<file path="config.mk">
export PLATFORM = sky130hd
export DESIGN_NAME = isolated_pixel_removal_rows_core
export DESIGN_NICKNAME = d
export VERILOG_FILES = /design/src/ipr_rows_pkg.sv /design/src/isolated_pixel_removal_rows_core.sv
export SDC_FILE = /design/constraint.sdc
export NUM_CORES = 1
export LEC_CHECK = 0
export BUFFER_PORTS_ARGS = -buffer_cell sky130_fd_sc_hd__buf_2
export CAP_MARGIN = 20
export CORE_ASPECT_RATIO = 0.7
export CORE_MARGIN = 3
export CORE_UTILIZATION = 49
export CTS_BUF_LIST = sky130_fd_sc_hd__clkbuf_4 sky130_fd_sc_hd__clkbuf_8 sky130_fd_sc_hd__clkbuf_16
export DETAILED_ROUTE_END_ITERATION = 6
export PLACE_DENSITY = 0.7
export SLEW_MARGIN = 20
export SYNTH_ARGS = -nofsm -noshare
export SYNTH_HDL_FRONTEND = slang
export SYNTH_SLANG_ARGS = --single-unit
</file>
<file path="constraint.sdc">
create_clock -name clk -period 6.9 [get_ports clk]
set_input_delay 1.38 -clock clk [delete_from_list [all_inputs] [get_ports clk]]
set_output_delay 1.38 -clock clk [all_outputs]
set_load 0.01 [all_outputs]
</file>
<file path="src/ipr_rows_pkg.sv">
// Shared types, constants and the row filter for the isolated pixel removal block.
package ipr_rows_pkg;

  localparam int HALF_W    = 64;
  localparam int FULL_W    = 2 * HALF_W;
  localparam int ROW_WIDTH = 128;
  localparam int ROW_COUNT = 32;
  localparam int ROW_NUM_W = 5;

  // Result queue geometry: room for a frame's double result plus slack.
  localparam int Q_DEPTH = 4;
  localparam int Q_PTR_W = 2;
  localparam int Q_CNT_W = 3;

  typedef logic [FULL_W-1:0] row_t;

  localparam row_t ROW_MASK = {FULL_W{1'b1}} >> (FULL_W - ROW_WIDTH);
  localparam logic [ROW_NUM_W-1:0] LAST_ROW = ROW_NUM_W'(ROW_COUNT - 1);

  typedef struct packed {
    logic [HALF_W-1:0] marked_low;
    logic [HALF_W-1:0] marked_high;
  } in_req_t;

  typedef struct packed {
    logic [HALF_W-1:0]    lit_low;
    logic [HALF_W-1:0]    lit_high;
    logic [ROW_NUM_W-1:0] row_number;
    logic                 frame_done;
  } out_req_t;

  // Keep a marked centre pixel only when some in-frame neighbour is marked.
  function automatic row_t filter_row(row_t up, row_t mid, row_t down);
    row_t span;
    span = up | mid | down;
    return mid & (up | down | (span << 1) | (span >> 1)) & ROW_MASK;
  endfunction

endpackage

</file>
<file path="src/isolated_pixel_removal_rows_core.sv">
// Top level of the isolated pixel removal block: row window, filter and result queue.
//
// Takes one 128-pixel row per request and, with a two-row window, gives the filtered
// result for the row before it: a pixel stays set only when it is marked and at least
// one of its eight neighbours inside the frame is marked. The first row of a frame
// gives no result; the last row (ROW_COUNT-1) gives two, the previous row and then
// itself with frame_done set, and clears the window for the next frame. Rows are
// filtered in the cycle they are accepted and the results land in a four-entry
// result queue, so a row can be taken every cycle while in_ready is high and
// earlier results wait. in_ready is high whenever the queue holds at most two
// results. With a sink that takes one result per cycle, input runs at one row per
// cycle with no stall: the first row of each frame gives no result, which leaves
// room on the single result port for the last row's pair. Each result is registered
// in the queue before it reaches out_req.
module isolated_pixel_removal_rows_core (
  input  logic                    clk,
  input  logic                    rst_n,
  input  logic                    in_valid,
  output logic                    in_ready,
  input  ipr_rows_pkg::in_req_t   in_req,
  output logic                    out_valid,
  input  logic                    out_ready,
  output ipr_rows_pkg::out_req_t  out_req
);

  // Window and frame position.
  ipr_rows_pkg::row_t                 above_r, above_nxt;
  ipr_rows_pkg::row_t                 center_r, center_nxt;
  logic [ipr_rows_pkg::ROW_NUM_W-1:0] rows_seen_r, rows_seen_nxt;

  // Result queue.
  ipr_rows_pkg::out_req_t             queue_r [ipr_rows_pkg::Q_DEPTH];
  logic [ipr_rows_pkg::Q_PTR_W-1:0]   wptr_r, wptr_nxt, wptr_p1;
  logic [ipr_rows_pkg::Q_PTR_W-1:0]   rptr_r, rptr_nxt;
  logic [ipr_rows_pkg::Q_CNT_W-1:0]   count_r, count_nxt;

  ipr_rows_pkg::row_t                 incoming;
  ipr_rows_pkg::out_req_t             res_prev, res_last;
  logic                               in_fire, out_fire;
  logic                               first_row, last_row;
  logic                               wr_prev, wr_last;

  assign in_ready  = (count_r <= ipr_rows_pkg::Q_CNT_W'(ipr_rows_pkg::Q_DEPTH - 2));
  assign out_valid = (count_r != '0);
  assign out_req   = queue_r[rptr_r];
  assign in_fire   = in_valid && in_ready;
  assign out_fire  = out_valid && out_ready;
  assign wptr_p1   = wptr_r + ipr_rows_pkg::Q_PTR_W'(1);

  // Drop columns beyond the frame width before anything sees them.
  assign incoming  = {in_req.marked_high, in_req.marked_low} & ipr_rows_pkg::ROW_MASK;
  assign first_row = (rows_seen_r == '0);
  assign last_row  = (rows_seen_r >= ipr_rows_pkg::LAST_ROW);

  always_comb begin
    ipr_rows_pkg::row_t prev_bits;
    ipr_rows_pkg::row_t last_bits;
    prev_bits = ipr_rows_pkg::filter_row(above_r, center_r, incoming);
    last_bits = ipr_rows_pkg::filter_row(center_r, incoming, '0);

    res_prev.lit_low    = prev_bits[ipr_rows_pkg::HALF_W-1:0];
    res_prev.lit_high   = prev_bits[ipr_rows_pkg::FULL_W-1:ipr_rows_pkg::HALF_W];
    res_prev.row_number = rows_seen_r - ipr_rows_pkg::ROW_NUM_W'(1);
    res_prev.frame_done = 1'b0;

    res_last.lit_low    = last_bits[ipr_rows_pkg::HALF_W-1:0];
    res_last.lit_high   = last_bits[ipr_rows_pkg::FULL_W-1:ipr_rows_pkg::HALF_W];
    res_last.row_number = rows_seen_r;
    res_last.frame_done = 1'b1;
  end

  always_comb begin
    wr_prev       = in_fire && !first_row;
    wr_last       = in_fire && !first_row && last_row;
    above_nxt     = above_r;
    center_nxt    = center_r;
    rows_seen_nxt = rows_seen_r;

    if (in_fire) begin
      if (first_row) begin
        // Open the frame: nothing above the top row.
        above_nxt     = '0;
        center_nxt    = incoming;
        rows_seen_nxt = ipr_rows_pkg::ROW_NUM_W'(1);
      end else if (last_row) begin
        // Flush the window and start over.
        above_nxt     = '0;
        center_nxt    = '0;
        rows_seen_nxt = '0;
      end else begin
        // Advance the window one row down.
        above_nxt     = center_r;
        center_nxt    = incoming;
        rows_seen_nxt = rows_seen_r + ipr_rows_pkg::ROW_NUM_W'(1);
      end
    end

    wptr_nxt  = wptr_r + ipr_rows_pkg::Q_PTR_W'(wr_prev) + ipr_rows_pkg::Q_PTR_W'(wr_last);
    rptr_nxt  = rptr_r + ipr_rows_pkg::Q_PTR_W'(out_fire);
    count_nxt = count_r + ipr_rows_pkg::Q_CNT_W'(wr_prev) + ipr_rows_pkg::Q_CNT_W'(wr_last)
                - ipr_rows_pkg::Q_CNT_W'(out_fire);
  end

  always_ff @(posedge clk) begin
    if (!rst_n) begin
      rows_seen_r <= '0;
      wptr_r      <= '0;
      rptr_r      <= '0;
      count_r     <= '0;
    end else begin
      rows_seen_r <= rows_seen_nxt;
      wptr_r      <= wptr_nxt;
      rptr_r      <= rptr_nxt;
      count_r     <= count_nxt;
    end
  end

  // Window rows are rewritten on the first row of every frame, so they need no reset.
  always_ff @(posedge clk) begin
    above_r  <= above_nxt;
    center_r <= center_nxt;
  end

  // Hold results; the last row's own result goes in the slot after the previous row's.
  always_ff @(posedge clk) begin
    if (wr_prev) begin
      queue_r[wptr_r] <= res_prev;
    end
    if (wr_last) begin
      queue_r[wptr_p1] <= res_last;
    end
  end

  a_count_bound: assert property (@(posedge clk) disable iff (!rst_n)
    count_r <= ipr_rows_pkg::Q_CNT_W'(ipr_rows_pkg::Q_DEPTH))
    else $error("result queue overfilled");

  a_rows_bound: assert property (@(posedge clk) disable iff (!rst_n)
    rows_seen_r <= ipr_rows_pkg::LAST_ROW)
    else $error("row counter past the last row");

  a_last_pair: assert property (@(posedge clk) disable iff (!rst_n)
    in_fire && last_row && !first_row && !out_fire |=>
      count_r == $past(count_r) + ipr_rows_pkg::Q_CNT_W'(2))
    else $error("last row did not queue two results");

  a_done_row: assert property (@(posedge clk) disable iff (!rst_n)
    out_valid && out_req.frame_done |-> out_req.row_number == ipr_rows_pkg::LAST_ROW)
    else $error("frame_done on a row other than the last");

  a_edge_clear: assert property (@(posedge clk) disable iff (!rst_n)
    out_valid |-> ({out_req.lit_high, out_req.lit_low} & ~ipr_rows_pkg::ROW_MASK) == '0)
    else $error("result bit set beyond the frame width");

endmodule

</file>
# Yosys cells after proc, flatten, opt, wreduce, memory -nomap -nowiden
# Memory sizes are Yosys's and may differ from the RTL's. A register that Yosys moved wholly into a read port is not among the register bits.
# Cells that the tools add are included.
[word_totals] ff_bits=268 latchBits=0 ram_bits=536 romBits=0 out_inout_bits=136 elab_cells=45 memories=1
[classes] addsub=9 n_mul=0 div_mod_pow=0 order_cmp=2 n_eq_ne=0 n_shift=0 muxes=9 bitwise_logic=10 reduce_logical=8
[memory_table] memory="queue_r" words=4 word_bits=134 read_ports=1 rd_clocked_by_memory_dff=1 write_ports=2 line="isolated_pixel_removal_rows_core.sv:32" text="ipr_rows_pkg::out_req_t queue_r [ipr_rows_pkg::Q_DEPTH];"
[ops] cell="bitwise OR 128 bit" count=6
[ops] cell="AND 128 bit" count=2
[ops] cell="2-to-1 mux 128 bit" count=2
[ops] cell="bitwise OR 128 x 127 -> 128 bit" count=2
[ops] cell="2-to-1 mux 5 bit" count=2
[ops] cell="adder 2 x 1 -> 2 bit" count=3
[ops] cell="adder 3 x 1 -> 3 bit" count=2
[ops] cell="adder 5 x 1 -> 5 bit, second input constant" count=1
[ops] cell=">= comparator 5 bit, second input constant" count=1
[ops] cell="logical NOT 5 bit" count=1
[ops] cell="subtractor 5 x 1 -> 5 bit, second input constant" count=1
[ops] cell="logical AND 1 bit" count=4
[ops] cell="2-to-1 mux 1 bit" count=4
[ops] cell="<= comparator 3 x 2 -> 1 bit, second input constant" count=1
[ops] cell="nonzero test 3 bit" count=1
[ops] cell="subtractor 3 x 1 -> 3 bit" count=1
[ops] cell="adder 2 x 1 -> 2 bit, second input constant" count=1
[ops] cell="2-to-1 mux 2 bit" count=1
[ops] cell="OR reduction 2 bit" count=1
[ops] cell="logical NOT 1 bit" count=1

# Logic depth before layout (Yosys ltp)
# Gate-level depths: netlist (run 1).
[logic_depth] word_depth=6 ltp_mapped=15 depth_no_buf=13

# Least setup slack after synthesis (run 1)
# No wires, ideal clock.
[synth_timing] kind="input -> register" from="input in_valid" to="register rows_seen_r[0] (netlist name)" t_arrival_ps=7197 t_required_ps=6758 setup_slack_ps=-439 stages=4 path_buffers=0 path_cell_list="o21ai_1 -> inv_1 -> o211ai_1 -> o211a_1"
[synth_between] elab_chain_cells=1
[synth_lines] item="from (decl)" line="isolated_pixel_removal_rows_core.sv:18" text="input logic in_valid,"
[synth_lines] item="logical AND 1 bit" line="isolated_pixel_removal_rows_core.sv:46" text="assign in_fire = in_valid && in_ready;"
[synth_lines] item="to (signal assigned)" line="isolated_pixel_removal_rows_core.sv:111" text="rows_seen_r <= rows_seen_nxt;"
[synth_lines] item="to (decl)" line="isolated_pixel_removal_rows_core.sv:29" text="logic [ipr_rows_pkg::ROW_NUM_W-1:0] rows_seen_r, rows_seen_nxt;"
# Every way passes these cells.
# A chain may end at the register's enable or synchronous reset.

==> results of run 1 <==
==> cell families (layout without fill, tap and decap cells) <==
group | Yosys count | in the layout | share of synthesized area [%]
multiplexers | 139 | 139 | 8.28
buffers and inverters | 197 | 450 | 2.90
AND/OR/NAND/NOR | 642 | 642 | 9.04
adder cells (fa/ha/maj) | 10 | 10 | 0.358
AO/OA/AOI/OAI | 819 | 819 | 14.6
XOR/XNOR | 4 | 4 | 0.0946
flip-flops | 804 | 804 | 64.7
other | 0 | 6 | 0
==> cells in the mapped netlist, types with 2 or more instances <==
cell type / instances / area share, %
a21boi_0: 2 / 0.041
a21o_1: 12 / 0.24
a21oi_1: 14 / 0.19
a31oi_1: 2 / 0.034
and2_1: 264 / 4.5
buf_1: 4 / 0.041
buf_2: 65 / 0.88
buf_4: 33 / 0.67
buf_6: 15 / 0.46
clkbuf_1: 67 / 0.68
dfxtp_1: 16 / 0.86
edfxtp_1: 788 / 64
ha_1: 9 / 0.30
inv_1: 11 / 0.11
mux2i_1: 4 / 0.11
mux4_2: 134 / 8.1
nand2_1: 144 / 1.5
nand3_1: 5 / 0.068
nand3b_1: 2 / 0.041
nor2_1: 139 / 1.4
nor3_1: 2 / 0.027
nor4b_1: 2 / 0.047
o2111ai_1: 2 / 0.047
o2111ai_2: 3 / 0.12
o211ai_1: 2 / 0.041
o21ai_0: 143 / 1.9
o22ai_1: 496 / 8.4
o22ai_2: 20 / 0.68
o31ai_1: 5 / 0.10
o41ai_1: 112 / 2.6
or2_1: 4 / 0.068
or2_2: 58 / 0.98
or3_1: 2 / 0.034
or4_1: 13 / 0.26
xnor2_1: 2 / 0.047
xor2_1: 2 / 0.047
==> metrics by stage <==
stage	total power (W)	std cells
2_1_floorplan	0.00842	2615
3_3_place_gp	0.00941	3703
3_5_place_dp	0.00950	3703
4_1_cts	0.0136	3845
5_1_grt	0.0141	3847
6_report	0.0136	3851
==> flip-flops by register name (all words and copies together) (netlist names) <==
name	cells
above_r	128
center_r	128
count_r	3
queue_r	536
rows_seen_r	5
rptr_r	2
wptr_r	2
==> worst register-to-register path: cells and delay by family (launching register included) <==
| family | cells | cell delay [ns] |
|---|---|---|
| and+or+nand+nor | 3 | 2.25 |
| AOI/OAI and AO/OA | 1 | 0.15 |
| adders and majority gates | 1 | 0.19 |
| buffers and inverters | 3 | 1.49 |
| DFF | 1 | 0.45 |
==> layer usage <==
metal  global-route usage [%]  vias up
met1                     34.9    12700
met2                     39.5     1554
met3                     5.39      207
li1                         -    11100
met4                     8.67        6
met5                        0        -
==> power by group through the flow <==
stage               clock network (W)  logic, W  registers [W]
global route                  0.00438   0.00322        0.00647
finish                        0.00415   0.00300        0.00641
global placement                    0   0.00294        0.00646
CTS                           0.00418   0.00302        0.00640
detailed placement                  0   0.00300        0.00650
floorplan                           0   0.00196        0.00646
==> layout make-up <==
class                           instances  area, um2  area share [%]
Clock buffer                           97       2160            5.21
Tap cell                              977       1220            2.95
Timing Repair Buffer                  297       1640            3.96
Sequential cell                       804      24000            57.9
Antenna cell                            6       15.0          0.0362
Multi-Input combinational cell       1614      12100            29.2
Inverter                               11       45.0           0.109
Clock inverter                         45        288           0.694
==> worst max path at each step <==
stage,startpoint,slack [ns],end,depth (start not counted)
after floorplan,in_valid,0.84,above_r[0],2
after global placement,in_valid,1.79,queue_r[0][12],7
after detailed placement,in_valid,1.77,queue_r[0][12],7
after CTS,rows_seen_r[0],2.07,queue_r[0][26],8
after global routing,rows_seen_r[0],1.89,queue_r[0][20],8
final,rows_seen_r[0],2.03,queue_r[0][26],8
==> flow_summary_export.csv, run 1 <==
group,metric,value,unit
critical_path,cp-end-kind,"flop",
finish,drive_gt1_share,22.5,%
sta,maxSlewViolCount,0,
drt,route.detailed.drc,0,
finish,syn_to_final_growth,11.9,%
cts,ctsLongestPathBuffers,3,
power,vdd_drop_max,294,uV
synth,ys_warn_count,0,
cts,post_cts_resized,0,
sta,fin_skew,0.0311,ns
cts,cts_buffers,80,
sta,holdWs,0.443,ns
power,seqPwrFrac,47.3,%
global_route,globalRouteOverflowTotal,0,
sta,relSlewSlack,21.2,%
placed_design,portBuffers,267,
sta,finalHoldViolations,0,
floorplanning,initial_core_util,50.0,%
critical_path,r2r_slack,2.03,ns
cts,htreeDepth,3,
drt,route.met2.wl,47200,um
global_route,grt.total_usage,25.1,%
sta,layout_setup_ws,2.03,ns
synth,synth_edf_count,788,
drt,routedWlPerCell,26.2,um
drt,wl,101000,um
cts,cts_hold_buf,0,
sta,post-route-period-util,70.5,%
power,p_clk_share,30.6,%
sta,worst_pin_slew,1.17,ns
floorplanning,die_area,0.0790,mm2
critical_path,reg2regPathDepth,8,
synth,synth_ff_type,"edfxtp_1",
critical_path,slowest_stage,"or2_4",
drt,dr_total_vias,25500,
power,netSwitchingPower,0.00404,W
synth,syn_avg_cell_area,14.2,um2
drt,wl_met3,10500,um
power,switching_share,29.8,%
critical_path,crit_type,"reg -> reg",
run_status,status,"finished clean",
power,p_leak,14.0,nW
drt,drt-initial-drc-count,3425,
synth,ys_seq_area_share,64.7,%
cts,postCtsSetupBuffers,0,
sta,min_period,4.87,ns
power,power.internal,0.00952,W
finish,final_util,55.9,%
placed_design,gp_congestion,0.820,
power,p_comb_share,22.1,%
global_route,grt_max_degree,162,
cts,root_buffer,"clkbuf_16",
floorplanning,die_y,236,um
floorplanning,coreArea,0.0741,mm2
worst_hold_path,hold_end,"queue_r[3][0]",
synth,ys_types,53,
global_route,grt_pass1_vias,25500,
finish,final_nets,2950,
synth,synth_cells,2615,
cts,clk_latency,0.64,ns
finish,layout_common_cells,"edfxtp_1 (788), o22ai_1 (496), buf_2 (267)",
global_route,antenna_found_initial,8,
synth,ys_ff_latch,804,
drt,top_layer,"met5",
finish,postLayoutCellArea,0.0415,mm2
sta,fmax,205,MHz
worst_hold_path,worstHoldPathCells,2,
drt,routed_via_density,6.63,
drt,drt_first_pass_iters,6,
sta,timing.setup.tns,0,ns
cts,tritoncts,"built",
power,p_per_area,327,mW/mm2
synth,syn-num-nets,2757,
critical_path,crit_arrival,5.19,ns
worst_hold_path,min_from,"queue_r[3][0]",
run,maxCapViolCount,0,
critical_path,crit_chain,"inv_1, ha_1, or4b_4, o2111ai_4, buf_12, or2_4, nand2_4, buf_4",
critical_path,reg2reg_from,"rows_seen_r[0]",
placed_design,place_ws,1.77,ns
drt,drt-met1-wl,39900,um
critical_path,critPathBufInv,3,
cts,cts.clk_slew.worst_paths,0.06,ns
floorplanning,fp-row-count,83,
worst_hold_path,holdCritPathClass,"reg -> reg",
critical_path,worstPathMaxFanout,137,
floorplanning,boundaryPins,268,
synth,async_reset_ff_share,0,%
synth,syn_area,0.0371,mm2
finish,final_common_cell,"edfxtp_1",
critical_path,max_stage_delay,0.88,ns
sta,rsz0062_at_grt,"no",
placed_design,dpl.hpwl,58100,um
sta,setup_viol,0,
cts,clock-sinks,804,
critical_path,required,7.22,ns
critical_path,crit_family,"simple AND/OR/NAND/NOR gates",
critical_path,r2r_end,"queue_r[0][26]",
placed_design,postPlaceCellArea,0.0390,mm2
global_route,grt_pass1_wl,152000,um
floorplanning,fp.dieW,335,um
critical_path,critPathLaunchType,"flop",
finish,fill_cells,5838,
drt,antenna_left,0,
No activity file was read; power rests on OpenSTA's default activity.
==> run 2: changes to the inputs <==
- PLACE_DENSITY: 0.7 -> 0.67
- clock period: 6.9 -> 4.9 ns (I/O delays scaled with it)
==> run 2 against run 1 <==
- sequential cell count stayed put
- first-iteration DRC count down 18%
- hold slack better by 0.019 ns
- wire length increased by 1.6%
- sequential power up 41%
- non-clock buffer count is 17 higher
- via count increased by 0.45%
- highest routed layer unchanged
==> flow_summary_export.csv, run 2 (synthesis results as in run 1) <==
group,metric,value,unit
run_status,status,"finished clean",
cts,root_buffer,"clkbuf_16",
drt,wl,102000,um
cts,tritoncts,"built",
critical_path,required,3.92,ns
finish,final_util,56.6,%
finish,final_nets,2966,
global_route,grt_max_degree,137,
sta,post-route-period-util,76.2,%
sta,maxSlewViolCount,0,
critical_path,r2r_slack,1.27,ns
cts,post_cts_resized,0,
floorplanning,coreArea,0.0741,mm2
finish,drive_gt1_share,23.4,%
run,maxCapViolCount,0,
placed_design,place_ws,1.34,ns
critical_path,crit_arrival,2.75,ns
critical_path,worstPathMaxFanout,35,
cts,clock-sinks,804,
global_route,globalRouteOverflowTotal,0,
finish,fin_cells,3872,
global_route,grt_pass1_wl,155000,um
worst_hold_path,min_from,"queue_r[3][0]",
finish,layout_common_cells,"edfxtp_1 (788), o22ai_1 (496), buf_2 (267)",
floorplanning,die_y,236,um
cts,htreeDepth,3,
global_route,antenna_found_initial,16,
finish,multi_input_area,0.0122,mm2
floorplanning,die_area,0.0790,mm2
drt,antenna_left,0,
sta,layout_setup_ws,1.17,ns
power,p_leak,14.2,nW
critical_path,r2r_end,"queue_r[1][4]",
drt,dr_total_vias,25600,
placed_design,dp_cells,3718,
global_route,grt_pass1_vias,25600,
sta,timing.setup.tns,0,ns
critical_path,critPathLaunchType,"flop",
critical_path,cp-startpoint,"rptr_r[0]",
floorplanning,boundaryPins,268,
finish,final_common_cell,"edfxtp_1",
sta,holdWs,0.462,ns
sta,rsz0062_at_grt,"no",
finish,largest_reg_flops,536,
cts,cts_hold_buf,0,
sta,fin_skew,0.0187,ns
cts,cts.clk_slew.worst_paths,0.06,ns
sta,setup_viol,0,
drt,routedWlPerCell,26.5,um
cts,postCtsSetupBuffers,0,
drt,route.detailed.drc,0,
worst_hold_path,holdCritPathClass,"reg -> reg",
sta,min_period,3.73,ns
critical_path,reg2regPathDepth,8,
drt,drt_first_pass_iters,6,
finish,fill_cells,5861,
finish,regArea,0.0240,mm2
drt,routed_via_density,6.62,
critical_path,reg2reg_from,"rows_seen_r[0]",
sta,relSlewSlack,28.5,%
cts,ctsLongestPathBuffers,3,
critical_path,endpoint,"out_req[110]",
critical_path,crit_type,"reg -> out",
critical_path,cp-end-kind,"primary output",
sta,finalHoldViolations,0,
global_route,grt.total_usage,25.5,%
power,vdd_drop_max,275,uV
sta,fmax,268,MHz
floorplanning,fp-row-count,83,
cts,clk_latency,0.63,ns
cts,cts_buffers,79,
placed_design,portBuffers,267,
floorplanning,initial_core_util,50.0,%
drt,drt-initial-drc-count,2825,
sta,worst_pin_slew,1.06,ns
finish,largestRegisters,"queue_r (536), above_r (128), center_r (128)",
power,p_per_area,463,mW/mm2
placed_design,dpl.hpwl,58400,um
finish,largest_register,"queue_r",
placed_design,gp_congestion,0.835,
finish,syn_to_final_growth,13.2,%
floorplanning,fp.dieW,335,um
## run 2: changes by cell type in the layout (fill, tap and decap cells not counted), moves of 3 or more
cell	before	now
buf_12	6	18
clkinv_1	25	15
buf_4	23	28
clkinv_2	10	15
diode_2	6	11
nand2_4	4	0
nand2_8	0	4
bufinv_16	2	5
clkbuf_16	81	84
## run 2: worst max-delay path: stages (launching register included)
cell,delay [ns]
dfxtp_4,0.90
buf_4,0.45
mux4_2,0.59
buf_2,0.17
## run 2: cell type report
| class | instances | share of cell area [%] |
|---|---|---|
| timing repair buffer | 314 | 4.61 |
| clock buffer | 98 | 5.28 |
| multi-input combinational | 1614 | 29.0 |
| inverter | 11 | 0.107 |
| clock inverter | 43 | 0.844 |
| tap | 977 | 2.91 |
| antenna | 11 | 0.0656 |
| sequential | 804 | 57.2 |
## run 2: how the worst min path moves through the flow
stage,to,slack [ns],depth (start not counted)
2_1_floorplan,queue_r[2][0],0.42,2
3_3_place_gp,queue_r[2][0],0.43,2
3_5_place_dp,queue_r[3][0],0.45,2
4_1_cts,queue_r[3][0],0.46,2
5_1_grt,queue_r[2][0],0.48,2
6_report,queue_r[3][0],0.46,2
## run 2: metrics by stage
stage                     instance area, um2  total power (W)
after floorplan                        37100           0.0118
after global placement                 39300           0.0134
after global routing                   41900           0.0202
after detailed placement               39300           0.0135
after CTS                              41900           0.0195
final                                  41900           0.0194
## run 2: per-layer routing
metal	wire, um	GRT usage, %
met1	41800	35.9
met2	48800	40.3
met3	9310	4.78
met4	2460	8.19
met5	75	0
## run 2: where the power goes
part / switching (W) / internal [W] / leakage, nW
logic: 0.00262 / 0.00167 / 4.95
registers: 0.000499 / 0.00857 / 7.95
clock network: 0.00261 / 0.00347 / 1.28
total: 0.00572 / 0.0137 / 14.2
